--- src/sv/esd_pkg.sv ---
package esd_pkg;

    // Character codes used by the decoder
    localparam logic [7:0] CH_BSLASH = 8'h5C;
    localparam logic [7:0] CH_DQUOTE = 8'h22;
    localparam logic [7:0] CH_N      = 8'h6E;
    localparam logic [7:0] CH_R      = 8'h72;
    localparam logic [7:0] CH_T      = 8'h74;
    localparam logic [7:0] CH_ZERO   = 8'h30;
    localparam logic [7:0] CH_SEVEN  = 8'h37;
    localparam logic [7:0] BYTE_LF   = 8'h0A;
    localparam logic [7:0] BYTE_CR   = 8'h0D;
    localparam logic [7:0] BYTE_TAB  = 8'h09;

    // Buffer size after reset
    localparam logic [15:0] BUF_SIZE_RESET = 16'd4096;

    // Queue between decoder front and buffer back end
    localparam int QDEPTH = 4;
    localparam int QPTR_W = $clog2(QDEPTH);

    // One result slot: a decoded byte or a format error
    typedef struct packed {
        logic       err;
        logic [7:0] data;
    } t_slot;

    // One decoded input character: one or two result slots
    typedef struct packed {
        logic  two;
        t_slot s0;
        t_slot s1;
    } t_rec;

    // Front to queue write side
    typedef struct packed {
        logic push;
        t_rec rec;
    } t_qpush;

endpackage

--- src/sv/escape_sequence_decoder.sv ---
// Escape sequence decoder with write buffer fill accounting.
// Input channel: i_in_valid / o_in_stall carry one string character
// (i_char_in) and i_end_of_string on its final character; a transaction
// completes on a clock edge with valid high and stall low.
// Output channel: o_out_valid / i_out_stall carry one result per
// transaction: decoded byte, its buffer index, flush request, status and
// o_last on the final result of an input character. A character gives zero,
// one or two results.
// Config channel: i_cfg_valid / o_cfg_ready write buffer_size; ready is high
// only while no result is queued or held.
// o_out_valid rises once the input transaction has passed the queue write
// and then the output register. Throughput: one character per cycle for
// one-result characters while not stalled; a two-result character (octal
// run ended by another character) holds the result port for both results,
// as the back end emits one result per cycle. A 4-entry queue absorbs bursts.
// Reset (synchronous, active low): decode mode normal, fill count 0,
// buffer_size 4096, queue empty.
// When the receiver stalls, the output register holds its result; the queue
// fills and o_in_stall rises once it is full.
module escape_sequence_decoder
    import esd_pkg::*;
(
    input  logic        i_clk,
    input  logic        i_rst_n,
    input  logic        i_in_valid,
    output logic        o_in_stall,
    input  logic [7:0]  i_char_in,
    input  logic        i_end_of_string,
    input  logic        i_cfg_valid,
    output logic        o_cfg_ready,
    input  logic [15:0] i_buffer_size,
    output logic        o_out_valid,
    input  logic        i_out_stall,
    output logic [7:0]  o_out_byte,
    output logic        o_byte_valid,
    output logic [15:0] o_buffer_index,
    output logic        o_flush_request,
    output logic        o_status,
    output logic        o_last
);

    t_qpush qpush;
    logic   q_full;
    logic   q_valid;
    t_rec   q_rec;
    logic   q_pop;

    // Character classification
    esd_front u_front (
        .i_clk           (i_clk),
        .i_rst_n         (i_rst_n),
        .i_in_valid      (i_in_valid),
        .o_in_stall      (o_in_stall),
        .i_char_in       (i_char_in),
        .i_end_of_string (i_end_of_string),
        .i_q_full        (q_full),
        .o_qpush         (qpush)
    );

    // Decoupling queue
    esd_queue u_queue (
        .i_clk   (i_clk),
        .i_rst_n (i_rst_n),
        .i_qpush (qpush),
        .o_full  (q_full),
        .o_valid (q_valid),
        .o_rec   (q_rec),
        .i_pop   (q_pop)
    );

    // Buffer accounting and result output
    esd_back u_back (
        .i_clk           (i_clk),
        .i_rst_n         (i_rst_n),
        .i_q_valid       (q_valid),
        .i_q_rec         (q_rec),
        .o_q_pop         (q_pop),
        .i_cfg_valid     (i_cfg_valid),
        .o_cfg_ready     (o_cfg_ready),
        .i_buffer_size   (i_buffer_size),
        .o_out_valid     (o_out_valid),
        .i_out_stall     (i_out_stall),
        .o_out_byte      (o_out_byte),
        .o_byte_valid    (o_byte_valid),
        .o_buffer_index  (o_buffer_index),
        .o_flush_request (o_flush_request),
        .o_status        (o_status),
        .o_last          (o_last)
    );

endmodule

--- src/sv/esd_front.sv ---
module esd_front
    import esd_pkg::*;
(
    input  logic       i_clk,
    input  logic       i_rst_n,
    input  logic       i_in_valid,
    output logic       o_in_stall,
    input  logic [7:0] i_char_in,
    input  logic       i_end_of_string,
    input  logic       i_q_full,
    output t_qpush     o_qpush
);

    typedef enum logic [3:0] {
        M_NORMAL = 4'b0001,
        M_ESCAPE = 4'b0010,
        M_OCT1   = 4'b0100,
        M_OCT2   = 4'b1000
    } t_mode;

    t_mode       r_mode, n_mode;
    logic [5:0]  r_acc, n_acc;
    logic        r_disc, n_disc;

    logic        accept;
    logic        is_oct;
    logic [2:0]  digit;
    logic [8:0]  oct_val;
    logic        oct_emit;
    logic [7:0]  oct_byte;
    logic        dec_emit;
    t_slot       dec_slot;
    logic        do_dec;
    logic        dec_esc;
    logic        err;
    t_rec        rec;

    assign accept     = i_in_valid && !i_q_full;
    assign o_in_stall = i_q_full;
    assign is_oct     = (i_char_in >= CH_ZERO) && (i_char_in <= CH_SEVEN);
    assign digit      = i_char_in[2:0];
    assign oct_val    = {r_acc, digit};

    // Classify one character against the current decode mode
    always_comb begin
        n_mode   = r_mode;
        n_acc    = r_acc;
        n_disc   = r_disc;
        oct_emit = 1'b0;
        oct_byte = {2'b00, r_acc};
        dec_emit = 1'b0;
        dec_slot = '{err: 1'b0, data: i_char_in};
        do_dec   = 1'b0;
        dec_esc  = 1'b0;
        err      = 1'b0;

        if (r_disc) begin
            if (i_end_of_string) begin
                n_disc = 1'b0;
                n_mode = M_NORMAL;
                n_acc  = '0;
            end
        end else begin
            unique case (r_mode)
                M_OCT1, M_OCT2: begin
                    if (is_oct) begin
                        if (r_mode == M_OCT2 || i_end_of_string) begin
                            oct_emit = 1'b1;
                            oct_byte = oct_val[7:0];
                            n_mode   = M_NORMAL;
                            n_acc    = '0;
                        end else begin
                            n_mode = M_OCT2;
                            n_acc  = oct_val[5:0];
                        end
                    end else begin
                        // run ended: flush it, then decode this char afresh
                        oct_emit = 1'b1;
                        n_mode   = M_NORMAL;
                        n_acc    = '0;
                        do_dec   = 1'b1;
                    end
                end
                M_ESCAPE: begin
                    do_dec  = 1'b1;
                    dec_esc = 1'b1;
                end
                default: begin
                    do_dec = 1'b1;
                end
            endcase

            if (do_dec) begin
                if (!dec_esc) begin
                    if (i_char_in == CH_BSLASH) begin
                        if (i_end_of_string) begin
                            err = 1'b1;
                        end else begin
                            n_mode = M_ESCAPE;
                        end
                    end else begin
                        dec_emit = 1'b1;
                    end
                end else begin
                    n_mode = M_NORMAL;
                    unique case (i_char_in)
                        CH_N: begin
                            dec_emit      = 1'b1;
                            dec_slot.data = BYTE_LF;
                        end
                        CH_R: begin
                            dec_emit      = 1'b1;
                            dec_slot.data = BYTE_CR;
                        end
                        CH_T: begin
                            dec_emit      = 1'b1;
                            dec_slot.data = BYTE_TAB;
                        end
                        CH_DQUOTE, CH_BSLASH: begin
                            dec_emit = 1'b1;
                        end
                        default: begin
                            if (is_oct) begin
                                if (i_end_of_string) begin
                                    dec_emit      = 1'b1;
                                    dec_slot.data = {5'b00000, digit};
                                    n_acc         = '0;
                                end else begin
                                    n_mode = M_OCT1;
                                    n_acc  = {3'b000, digit};
                                end
                            end else begin
                                err = 1'b1;
                            end
                        end
                    endcase
                end
            end

            // bad escape: one error result, drop the rest of the string
            if (err) begin
                dec_emit = 1'b1;
                dec_slot = '{err: 1'b1, data: 8'h00};
                n_mode   = M_NORMAL;
                n_acc    = '0;
                if (!i_end_of_string) begin
                    n_disc = 1'b1;
                end
            end

            if (i_end_of_string) begin
                n_mode = M_NORMAL;
                n_acc  = '0;
            end
        end
    end

    // Pack results into one queue entry
    always_comb begin
        if (oct_emit) begin
            rec.two = dec_emit;
            rec.s0  = '{err: 1'b0, data: oct_byte};
            rec.s1  = dec_slot;
        end else begin
            rec.two = 1'b0;
            rec.s0  = dec_slot;
            rec.s1  = dec_slot;
        end
    end

    assign o_qpush.push = accept && (oct_emit || dec_emit);
    assign o_qpush.rec  = rec;

    // Decode state
    always_ff @(posedge i_clk) begin
        if (!i_rst_n) begin
            r_mode <= M_NORMAL;
            r_acc  <= '0;
            r_disc <= 1'b0;
        end else if (accept) begin
            r_mode <= n_mode;
            r_acc  <= n_acc;
            r_disc <= n_disc;
        end
    end

endmodule

--- src/sv/esd_queue.sv ---
module esd_queue
    import esd_pkg::*;
(
    input  logic   i_clk,
    input  logic   i_rst_n,
    input  t_qpush i_qpush,
    output logic   o_full,
    output logic   o_valid,
    output t_rec   o_rec,
    input  logic   i_pop
);

    t_rec              r_mem [QDEPTH];
    logic [QPTR_W-1:0] r_wr_ptr;
    logic [QPTR_W-1:0] r_rd_ptr;
    logic [QPTR_W:0]   r_count;

    logic do_push;
    logic do_pop;

    assign o_full  = (r_count == (QPTR_W + 1)'(QDEPTH));
    assign o_valid = (r_count != '0);
    assign o_rec   = r_mem[r_rd_ptr];
    assign do_push = i_qpush.push && !o_full;
    assign do_pop  = i_pop && o_valid;

    // Entry storage
    always_ff @(posedge i_clk) begin
        if (do_push) begin
            r_mem[r_wr_ptr] <= i_qpush.rec;
        end
    end

    // Pointers and occupancy
    always_ff @(posedge i_clk) begin
        if (!i_rst_n) begin
            r_wr_ptr <= '0;
            r_rd_ptr <= '0;
            r_count  <= '0;
        end else begin
            if (do_push) begin
                r_wr_ptr <= r_wr_ptr + 1'b1;
            end
            if (do_pop) begin
                r_rd_ptr <= r_rd_ptr + 1'b1;
            end
            if (do_push && !do_pop) begin
                r_count <= r_count + 1'b1;
            end else if (do_pop && !do_push) begin
                r_count <= r_count - 1'b1;
            end
        end
    end

    a_no_overflow: assert property (@(posedge i_clk) disable iff (!i_rst_n)
        !(i_qpush.push && o_full))
        else $error("push into full queue");

    a_no_underflow: assert property (@(posedge i_clk) disable iff (!i_rst_n)
        !(i_pop && !o_valid))
        else $error("pop from empty queue");

endmodule

--- src/sv/esd_back.sv ---
module esd_back
    import esd_pkg::*;
(
    input  logic        i_clk,
    input  logic        i_rst_n,
    input  logic        i_q_valid,
    input  t_rec        i_q_rec,
    output logic        o_q_pop,
    input  logic        i_cfg_valid,
    output logic        o_cfg_ready,
    input  logic [15:0] i_buffer_size,
    output logic        o_out_valid,
    input  logic        i_out_stall,
    output logic [7:0]  o_out_byte,
    output logic        o_byte_valid,
    output logic [15:0] o_buffer_index,
    output logic        o_flush_request,
    output logic        o_status,
    output logic        o_last
);

    logic [15:0] r_size;
    logic [15:0] r_fill;
    logic        r_slot;
    logic        r_out_valid;
    logic [7:0]  r_out_byte;
    logic        r_byte_valid;
    logic [15:0] r_buffer_index;
    logic        r_flush_request;
    logic        r_status;
    logic        r_last;

    logic        load;
    logic        pop;
    t_slot       cur;
    logic [16:0] next_cnt;
    logic        flush;

    // Pick the slot to emit and work out the fill advance
    assign load     = i_q_valid && (!r_out_valid || !i_out_stall);
    assign cur      = r_slot ? i_q_rec.s1 : i_q_rec.s0;
    assign pop      = load && (!i_q_rec.two || r_slot);
    assign next_cnt = {1'b0, r_fill} + 17'd1;
    assign flush    = !cur.err && (next_cnt >= {1'b0, r_size});

    assign o_q_pop     = pop;
    assign o_cfg_ready = !i_q_valid && !r_out_valid;

    // Buffer size register
    always_ff @(posedge i_clk) begin
        if (!i_rst_n) begin
            r_size <= BUF_SIZE_RESET;
        end else if (i_cfg_valid && o_cfg_ready) begin
            r_size <= i_buffer_size;
        end
    end

    // Fill count and slot sequencing
    always_ff @(posedge i_clk) begin
        if (!i_rst_n) begin
            r_fill      <= '0;
            r_slot      <= 1'b0;
            r_out_valid <= 1'b0;
        end else begin
            if (load) begin
                r_slot      <= !pop;
                r_out_valid <= 1'b1;
                if (!cur.err) begin
                    r_fill <= flush ? 16'd0 : next_cnt[15:0];
                end
            end else if (!i_out_stall) begin
                r_out_valid <= 1'b0;
            end
        end
    end

    // Output register
    always_ff @(posedge i_clk) begin
        if (load) begin
            r_out_byte      <= cur.data;
            r_byte_valid    <= !cur.err;
            r_buffer_index  <= r_fill;
            r_flush_request <= flush;
            r_status        <= cur.err;
            r_last          <= pop;
        end
    end

    assign o_out_valid     = r_out_valid;
    assign o_out_byte      = r_out_byte;
    assign o_byte_valid    = r_byte_valid;
    assign o_buffer_index  = r_buffer_index;
    assign o_flush_request = r_flush_request;
    assign o_status        = r_status;
    assign o_last          = r_last;

    a_flush_restarts: assert property (@(posedge i_clk) disable iff (!i_rst_n)
        (load && flush) |=> (r_fill == 16'd0))
        else $error("fill count not restarted after flush");

    a_slot_pending: assert property (@(posedge i_clk) disable iff (!i_rst_n)
        r_slot |-> (i_q_valid && i_q_rec.two))
        else $error("second slot pending without a two-result entry");

    a_error_result: assert property (@(posedge i_clk) disable iff (!i_rst_n)
        (r_out_valid && r_status) |-> (!r_byte_valid && !r_flush_request))
        else $error("error result carries a byte");

endmodule
--- config.mk ---
export PLATFORM = sky130hd
export DESIGN_NAME = escape_sequence_decoder
export DESIGN_NICKNAME = d
export VERILOG_FILES = /design/src/sv/esd_pkg.sv /design/src/sv/escape_sequence_decoder.sv /design/src/sv/esd_front.sv /design/src/sv/esd_queue.sv /design/src/sv/esd_back.sv
export SDC_FILE = /design/constraint.sdc
export NUM_CORES = 1
export LEC_CHECK = 0
export ABC_AREA = 1
export BUFFER_PORTS_ARGS = -buffer_cell sky130_fd_sc_hd__buf_2
export CORE_UTILIZATION = 55
export DETAILED_ROUTE_END_ITERATION = 7
export PLACE_DENSITY = 0.74
export SYNTH_ARGS = -nofsm -noshare
export SYNTH_HDL_FRONTEND = slang
export SYNTH_SLANG_ARGS = --single-unit
export TNS_END_PERCENT = 10
--- constraint.sdc ---
create_clock -name i_clk -period 7.2 [get_ports i_clk]
set_input_delay 0.36 -clock i_clk [delete_from_list [all_inputs] [get_ports i_clk]]
set_output_delay 0.36 -clock i_clk [all_outputs]
set_load 0.01 [all_outputs]
==> results of run 1 <==
[per-stage QoR]
stage | setup WS (ps) | std cells | util, % | instance area [sq um] | hold WS [ps]
after floorplan | 4140 | 785 | - | 7383 | 433.1
after global placement | 4257 | 995 | 60.63 | 7806 | 447.3
after detailed placement | 4160 | 995 | 60.63 | 7806 | 454.1
after CTS | 4143 | 1027 | 65.22 | 8398 | 148.0
after global routing | 3774 | 1027 | 65.22 | 8398 | 171.0
final | 4092 | 1027 | 65.22 | 8398 | 160.4
[routing by layer]
layer  vias to the layer above  global-route usage, %  routed length [um]
met5                         -                      0                   0
met4                         0                  9.856                 264
met3                        21                  4.893                 984
met2                       195                  38.75                7535
met1                      2626                  30.99                7147
li1                       2776                      -                   -
[synth_stat cells, drive strengths merged (12+ instances only)]
master / n
nand3: 26
nand2: 121
dfxtp: 54
a21oi: 65
nand4: 13
inv: 90
edfxtp: 104
ha: 22
clkbuf: 18
xor2: 12
o21ai: 92
nor2: 115
[layout make-up]
cell class                 count  area (sq um)
fill                        1023          4478
sequential                   158          4204
multi-input combinational    506          2689
clock buffer                  24         514.2
timing repair buffer          67         352.8
inverter                      92         345.3
tap                          172         215.2
clock inverter                 8         77.57
[worst max-delay path, stage by stage (launching register included)]
cell	delay [ps]
dfxtp_1	420
ha_1	210
nand2_1	130
nor4_1	350
xor2_1	340
ha_1	300
a21oi_1	150
o21a_1	160
nand3_1	80
nand2_1	70
nand2_1	50
nand2_1	110
nand2_1	90
nand2_1	330
inv_1	70
[final timing paths]
| check | from | endpoint | cells after the start |
|---|---|---|---|
| max | u_back.r_fill[0] | u_back.o_flush_request | 14 |
| min | i_buffer_size[12] | u_back.r_size[12] | 3 |
| max reg2reg | u_back.r_fill[0] | u_back.o_flush_request | 14 |
| min reg2reg | u_back.r_size[15] | u_back.r_size[15] | 2 |
[logic make-up (layout without fill, tap and decap cells)]
kind of cell             Yosys count  in the layout
AO/OA/AOI/OAI                    186            186
flip-flops                       158            158
XOR/XNOR                          13             13
AND/OR/NAND/NOR                  283            283
adder cells (fa/ha/maj)           23             23
multiplexers                       1              1
buffers and inverters            121            191
[flip-flops by register name (all words and copies together), names as in the netlist, named ones only]
register                count
u_back.r_fill              16
u_back.o_byte_valid         1
u_back.o_buffer_index      16
u_queue.r_rd_ptr            2
u_queue.r_count             3
u_front.r_disc              1
u_front.r_mode              4
u_back.o_last               1
u_queue.r_wr_ptr            2
u_queue.r_mem              76
u_back.o_flush_request      1
u_back.r_size              16
u_front.r_acc               6
u_back.r_slot               1
u_back.o_status             1
u_back.o_out_valid          1
u_back.o_out_byte           8
[power by group]
group	leakage (nW)	internal [mW]	switching, mW
clock network	0.283	0.535	0.342
logic	1.74	0.329	0.663
registers	1.42	1.23	0.105
==> results.cfg, run 1 <==
[cts]
cts_setup_buffers = 0
cts_tree = yes
path_clk_slew_ps = 60
htree_num_levels = 4
cts.sinks = 158
cts_buffer_depth = 2
root_buffer = clkbuf_16
holdBufCountCts = 0
cts-resized-gates = 0
insertion_delay_ps = 420
cts_buffers = 17

[critical_path]
worstPathMaxFanout = 12
setup.worst_path.start_class = flip-flop
crit_path_end_kind = flip-flop
critical_path_arrival_ps = 3270
crit_required_ps = 7360
setup.worst_path.class = reg2reg
r2r_slack_ps = 4090

[grt]
grt_pass1_vias = 5370
antenna_found_initial = 0
grt_use_total_pct = 23.80
grt_max_degree = 41
overflow = 0
grt_pass1_wl_um = 25710

[logic_synthesis]
yosysTopAreaCell = edfxtp_1
synth_top_area_share_pct = 42.30
yosys_warnings = 0
synth-seq-cells = 158
synthTopCellsByArea = edfxtp_1 42%, dfxtp_1 15%, nand2_1 5.8%
synthSimpleGateAreaFrac_pct = 17.13
syn_area_per_cell_sq_um = 9.406
synth_edf_count = 104
syn_area_sq_um = 7383
syn_inst = 785
syn_nets = 838
synth_ff_type = edfxtp_1
ys_async_sr_fraction_pct = 0
synth_top_family_by_area = simple AND/OR/NAND/NOR gates
synthAdderAreaFrac_pct = 3.999
ys_seq_area_share_pct = 56.94
ys_types = 44
synthXorXnorAreaFrac_pct = 1.542
synthMuxAreaShare_pct = 0.1356
synth_compound_area_share_pct = 13.57

[timing]
drv_slew = 0
hold_viol = 0
tns_ps = 0
rsz0062_at_grt = false
max-slew-margin-rel_pct = 46.22
fmax_mhz = 321.7
skew_ps = 7.647
period_needed_ps = 3108
finalCritPeriodShare_pct = 43.17
worst_pin_slew_ps = 804.8
setup_violations = 0

[drt]
drc = 0
routedWlPerCell_um = 15.51
num_vias = 5618
drt_iter0_markers = 517
viasPerCell = 5.470
routed_wl_um = 15930
ant_nets = 0
firstDrtPassIters = 5

[power]
power_density_nw_per_um2 = 381.0
ir_worst_vdd_mv = 0.1906
power_mw = 3.199
p_leak_nw = 3.442

[placed_design]
hpwl_um = 10560
io_buffers = 60
place_congestion = 0.9156

[floorplanning]
num_rows = 41
ios = 61
die_y_um = 117.9
die_w_um = 117.9
core_area_sq_um = 12880
dieArea_sq_um = 13890
start_util_pct = 57.34

[run]
cap_violations = 0

[finish]
final_cell_mix = 115 x nand2_1, 105 x nor2_1, 104 x edfxtp_1, 84 x o21ai_0, 80 x inv_1
area_growth_pct = 13.74
final_nets = 895
final_common_cell = nand2_1
drive_gt1_share_pct = 15.91
antenna_cells = 0

[worst_hold_path]
min_path_type = in2reg

[run_status]
status = finished clean
Power figures use the tool's default switching activity.
==> run 2, diff against run 1 <==
ABC_AREA = 0   (was 1)
clock period = 3.17 ns   (was 7.2 ns; I/O delays follow)
==> results.cfg, run 2 <==
[critical_path]
setup.worst_path.start_class = flip-flop
crit_path_end_kind = flip-flop
crit_top_cell = or4_4
setup.worst_path.class = reg2reg
ff2ff_path_depth = 11
cp_num_cells = 11
worstPathCellList = nand4_1 > or4_4 > nor3_2 > xor2_1 > ha_1 > and3_4 > a221oi_2 > o21ai_1 > or4_4 > or3b_1 > nand3_1
critical_path_arrival_ps = 3600
worstPathMaxFanout = 4
crit_required_ps = 3530
crit_buf_inv = 0
cp_top_family = simple AND/OR/NAND/NOR gates
crit_slowest_cell = or4_4
slowest_delay_ps = 570

[floorplanning]
die_y_um = 117.6
core_area_sq_um = 12820
ios = 61
dieArea_sq_um = 13830
num_rows = 41
die_w_um = 117.6
start_util_pct = 57.30

[timing]
max-slew-margin-rel_pct = 45.12
finalCritPeriodShare_pct = 102.3
worst_pin_slew_ps = 812.5
tns_ps = -102.2
hold_viol = 0
drv_slew = 0
period_needed_ps = 3242
fmax_mhz = 308.4
rsz0062_at_grt = true
setup_violations = 2
setup_ws_ps = -72.08
skew_ps = 5.980

[power]
p_leak_nw = 3.316
ir_worst_vdd_mv = 0.5117
power_mw = 6.621
power_density_nw_per_um2 = 743.9

[worst_hold_path]
holdPathStages = 2
min_path_type = in2reg

[logic_synthesis]
synthTopCellsByArea = edfxtp_1 42%, dfxtp_1 15%, mux4_2 5.2%
synth-seq-cells = 158
ys_seq_area_share_pct = 57.21
synth_top_area_share_pct = 42.50
synth_ff_type = edfxtp_1
synth_edf_count = 104
syn_nets = 672
yosys-top-cells-count = 104 x edfxtp_1, 71 x nand2_1, 54 x dfxtp_1
syn_inst = 619
syn_area_sq_um = 7348
yosys_warnings = 0
syn_area_per_cell_sq_um = 11.87
ys_types = 82
synth_most_common_cell = edfxtp_1
yosysTopAreaCell = edfxtp_1
ys_async_sr_fraction_pct = 0

[cts]
cts_buffer_depth = 2
insertion_delay_ps = 420
cts.sinks = 158
cts_setup_buffers = 0
cts_buffers = 17
path_clk_slew_ps = 60
cts_tree = yes
htree_num_levels = 4
root_buffer = clkbuf_16

[finish]
top_register = u_queue.r_mem
area_growth_pct = 21.13
final_nets = 780
antenna_cells = 0
largest_reg_flops = 76
final_common_cell = edfxtp_1
fillCellCount = 928
final_cell_mix = 104 x edfxtp_1, 71 x nand2_1, 60 x buf_2, 46 x dfxtp_1
drive_gt1_share_pct = 25.14

[drt]
num_vias = 5326
routed_wl_um = 16280
drc = 0
routedWlPerCell_um = 17.85
firstDrtPassIters = 5
drt_iter0_markers = 466
viasPerCell = 5.840
ant_nets = 0

[grt]
grt_use_total_pct = 24.62
overflow = 0
antenna_found_initial = 0
grt_pass1_vias = 5253
grt_max_degree = 32
grt_pass1_wl_um = 26370

[run_status]
violations = setup timing
status = finished with violations

[placed_design]
io_buffers = 60
place_congestion = 0.8825
hpwl_um = 11020

[run]
cap_violations = 0
==> run 2: metal layers <==
metal	track usage [%]	part of all wire, %	vias up
met1	34.02	46	2594
met5	0	0	-
met3	5.572	5.6	27
li1	-	-	2538
met2	38.31	47	167
met4	8.734	1.5	0
==> run 2: final cells by class <==
class	instances	area [sq um]	area share, %
Timing Repair Buffer	118	778.2	8.743
Clock inverter	15	195.2	2.193
Tap cell	172	215.2	2.418
Multi-Input combinational cell	401	2954	33.19
Sequential cell	158	4217	47.37
Clock buffer	17	425.4	4.779
Inverter	31	116.4	1.307
==> run 2: final timing paths <==
kind               startpoint  slack, ps                  endpoint
max          u_back.r_fill[6]        -70          u_back.r_fill[2]
min                   i_rst_n         50         u_front.r_mode[0]
max reg2reg  u_back.r_fill[6]        -70          u_back.r_fill[2]
min reg2reg  u_back.r_fill[0]        460  u_back.o_buffer_index[0]
==> run 2: cell families (layout without fill, tap and decap cells) <==
kind of cell / count (synthesis) / in the layout / synth area share [%]
flops: 158 / 158 / 57.21
mux: 26 / 26 / 6.470
buf+inv: 60 / 181 / 3.490
fa+ha+maj: 23 / 23 / 4.018
xor+xnor: 18 / 18 / 2.145
compound gates: 111 / 111 / 11.12
simple gates: 223 / 223 / 15.55
==> run 2: metrics by stage <==
step | setup WS [ps] | cell area, sq um | utilization (%) | hold slack [ps] | cells
floorplan | -129.5 | 7410 | - | 284.0 | 619
global placement | 15.39 | 8075 | 62.97 | 413.6 | 863
detailed placement | -81.13 | 8075 | 62.97 | 417.4 | 863
CTS | -41.47 | 8877 | 69.22 | 18.54 | 912
global route | -184.0 | 8901 | 69.40 | 48.92 | 912
finish | -72.08 | 8901 | 69.40 | 50.92 | 912
==> run 2: power breakdown <==
| part | internal (mW) | leakage [nW] | switching, mW |
|---|---|---|---|
| clock network | 1.31 | 0.283 | 0.796 |
| logic | 0.720 | 1.61 | 1.02 |
| registers | 2.64 | 1.42 | 0.131 |
| total | 4.67 | 3.32 | 1.95 |
==> run 2: what timing repair did <==
action                                  in CTS  in global routing
hold endpoints to repair                    17                  0
endpoints found under the setup margin       6                 16
hold buffers                                17                  0
pin swaps                                    1                  1
resized for setup                            6                  6
==> run 3, diff against run 2 <==
BUFFER_PORTS_ARGS = default   (was -buffer_cell sky130_fd_sc_hd__buf_2)
DONT_BUFFER_PORTS = 1   (was default)
PLACE_DENSITY = 0.7   (was 0.74)
==> results.cfg, run 3 (synthesis gave the netlist of run 2 again) <==
[power]
power_density_nw_per_um2 = 735.9
ir_worst_vdd_mv = 0.4833
p_leak_nw = 3.150
power_mw = 6.492

[critical_path]
setup.worst_path.start_class = flip-flop
reg2reg_to = u_back.r_fill[2]
ff2ff_path_depth = 11
crit_path_end_kind = flip-flop
crit_buf_inv = 0
crit_top_cell = or4_4
worstPathMaxFanout = 5
setup.worst_path.class = reg2reg
crit_slowest_cell = or4_4
worstReg2RegStart = u_back.r_fill[4]
cp_top_family = simple AND/OR/NAND/NOR gates
cp_num_cells = 11
crit_required_ps = 3530
r2r_slack_ps = -90
worstPathCellList = nand3_2 > or4_4 > nor3_4 > xor2_1 > ha_1 > and3_4 > a221oi_2 > o21ai_1 > or4_4 > or3b_1 > nand3_1
critical_path_arrival_ps = 3620
slowest_delay_ps = 570

[cts]
cts_buffer_depth = 2
root_buffer = clkbuf_16
cts_tree = yes
cts_buffers = 17
path_clk_slew_ps = 60
cts.sinks = 158
insertion_delay_ps = 430
htree_num_levels = 4

[worst_hold_path]
min_path_type = in2reg
min_to = u_front.r_mode[0]
holdPathStages = 4
hp-start = i_end_of_string

[placed_design]
hpwl_um = 11230
place_inst = 807
place_ws_ps = -84.16
io_buffers = 0
placed_area_sq_um = 7805
place_congestion = 0.9035

[finish]
design_area_sq_um = 8822
final_nets = 745
largest_reg_flops = 76
final_common_cell = edfxtp_1
final_cell_mix = 104 x edfxtp_1, 71 x nand2_1, 48 x dfxtp_1, 46 x buf_4, 40 x nand3_1
area_growth_pct = 20.06
stdcell_count = 877
drive_gt1_share_pct = 18.44
top_register = u_queue.r_mem
final_util_pct = 68.79
antenna_cells = 0

[timing]
drv_slew = 0
fmax_mhz = 306.9
tns_ps = -135.3
setup_ws_ps = -88.57
period_needed_ps = 3259
finalCritPeriodShare_pct = 102.8
setup_violations = 2
skew_ps = 7.136
rsz0062_at_grt = true
worst_pin_slew_ps = 732.0
max-slew-margin-rel_pct = 50.69
hold_slack_ps = 35.01
hold_viol = 0

[run_status]
status = finished with violations
violations = setup timing

[floorplanning]
die_w_um = 117.6
num_rows = 41
ios = 61
dieArea_sq_um = 13830
start_util_pct = 57.30
core_area_sq_um = 12820
die_y_um = 117.6

[drt]
ant_nets = 0
viasPerCell = 6.098
routedWlPerCell_um = 19.67
routed_wl_um = 17250
firstDrtPassIters = 5
num_vias = 5348
drt_iter0_markers = 413
drc = 0

[grt]
antenna_found_initial = 0
grt_pass1_wl_um = 28120
overflow = 0
grt_pass1_vias = 5304
grt_use_total_pct = 26.68
grt_max_degree = 32

[run]
cap_violations = 0
==> run 3: power by group <==
part	total, mW	switching [mW]	leakage [nW]	internal [mW]
Clock	2.04	0.809	0.280	1.24
Combinational	1.53	0.884	1.45	0.649
Sequential	2.91	0.257	1.42	2.66
Total	6.49	1.95	3.15	4.54
==> run 3: area by class of cell <==
| class | instances | area [sq um] |
|---|---|---|
| fillers | 902 | 4003 |
| inverters | 31 | 116.4 |
| well taps | 172 | 215.2 |
| flip-flops and latches | 158 | 4212 |
| multi-input cells | 401 | 2965 |
| clock buffers | 18 | 429.2 |
| repair buffers | 83 | 715.7 |
| clock inverters | 14 | 168.9 |
==> run 3: per-layer routing <==
layer | vias up | global-route usage [%] | routed length, um
li1 | 2472 | - | -
met1 | 2613 | 37.39 | 7653
met2 | 232 | 41.16 | 8041
met3 | 31 | 5.426 | 1142
met4 | 0 | 9.936 | 412
met5 | - | 0 | 0
==> run 3: worst max-delay path by stage <==
stage,start,end
6_report,u_back.r_fill[4],u_back.r_fill[2]
4_1_cts,u_back.r_fill[2],u_back.r_fill[2]
2_1_floorplan,u_back.r_fill[6],u_back.r_fill[2]
3_5_place_dp,u_back.r_fill[1],u_back.r_fill[2]
5_1_grt,u_back.r_fill[2],u_back.r_fill[2]
3_3_place_gp,u_back.r_fill[9],u_back.r_fill[2]
==> run 3: worst reg2reg max path, stage by stage, from the launching register on <==
cell and delay, ps:
dfxtp_2 350, nand3_2 100, or4_4 570, nor3_4 140, xor2_1 240, ha_1 290
and3_4 190, a221oi_2 260, o21ai_1 130, or4_4 470, or3b_1 370, nand3_1 70
==> run 3: repair_timing <==
action / CTS / global route
buffers inserted: 0 / 1
hold endpoints to repair: 30 / 0
gates resized for setup: 2 / 10
setup endpoints to repair: 6 / 18
hold buffers: 37 / 0
pin swaps: 1 / 3
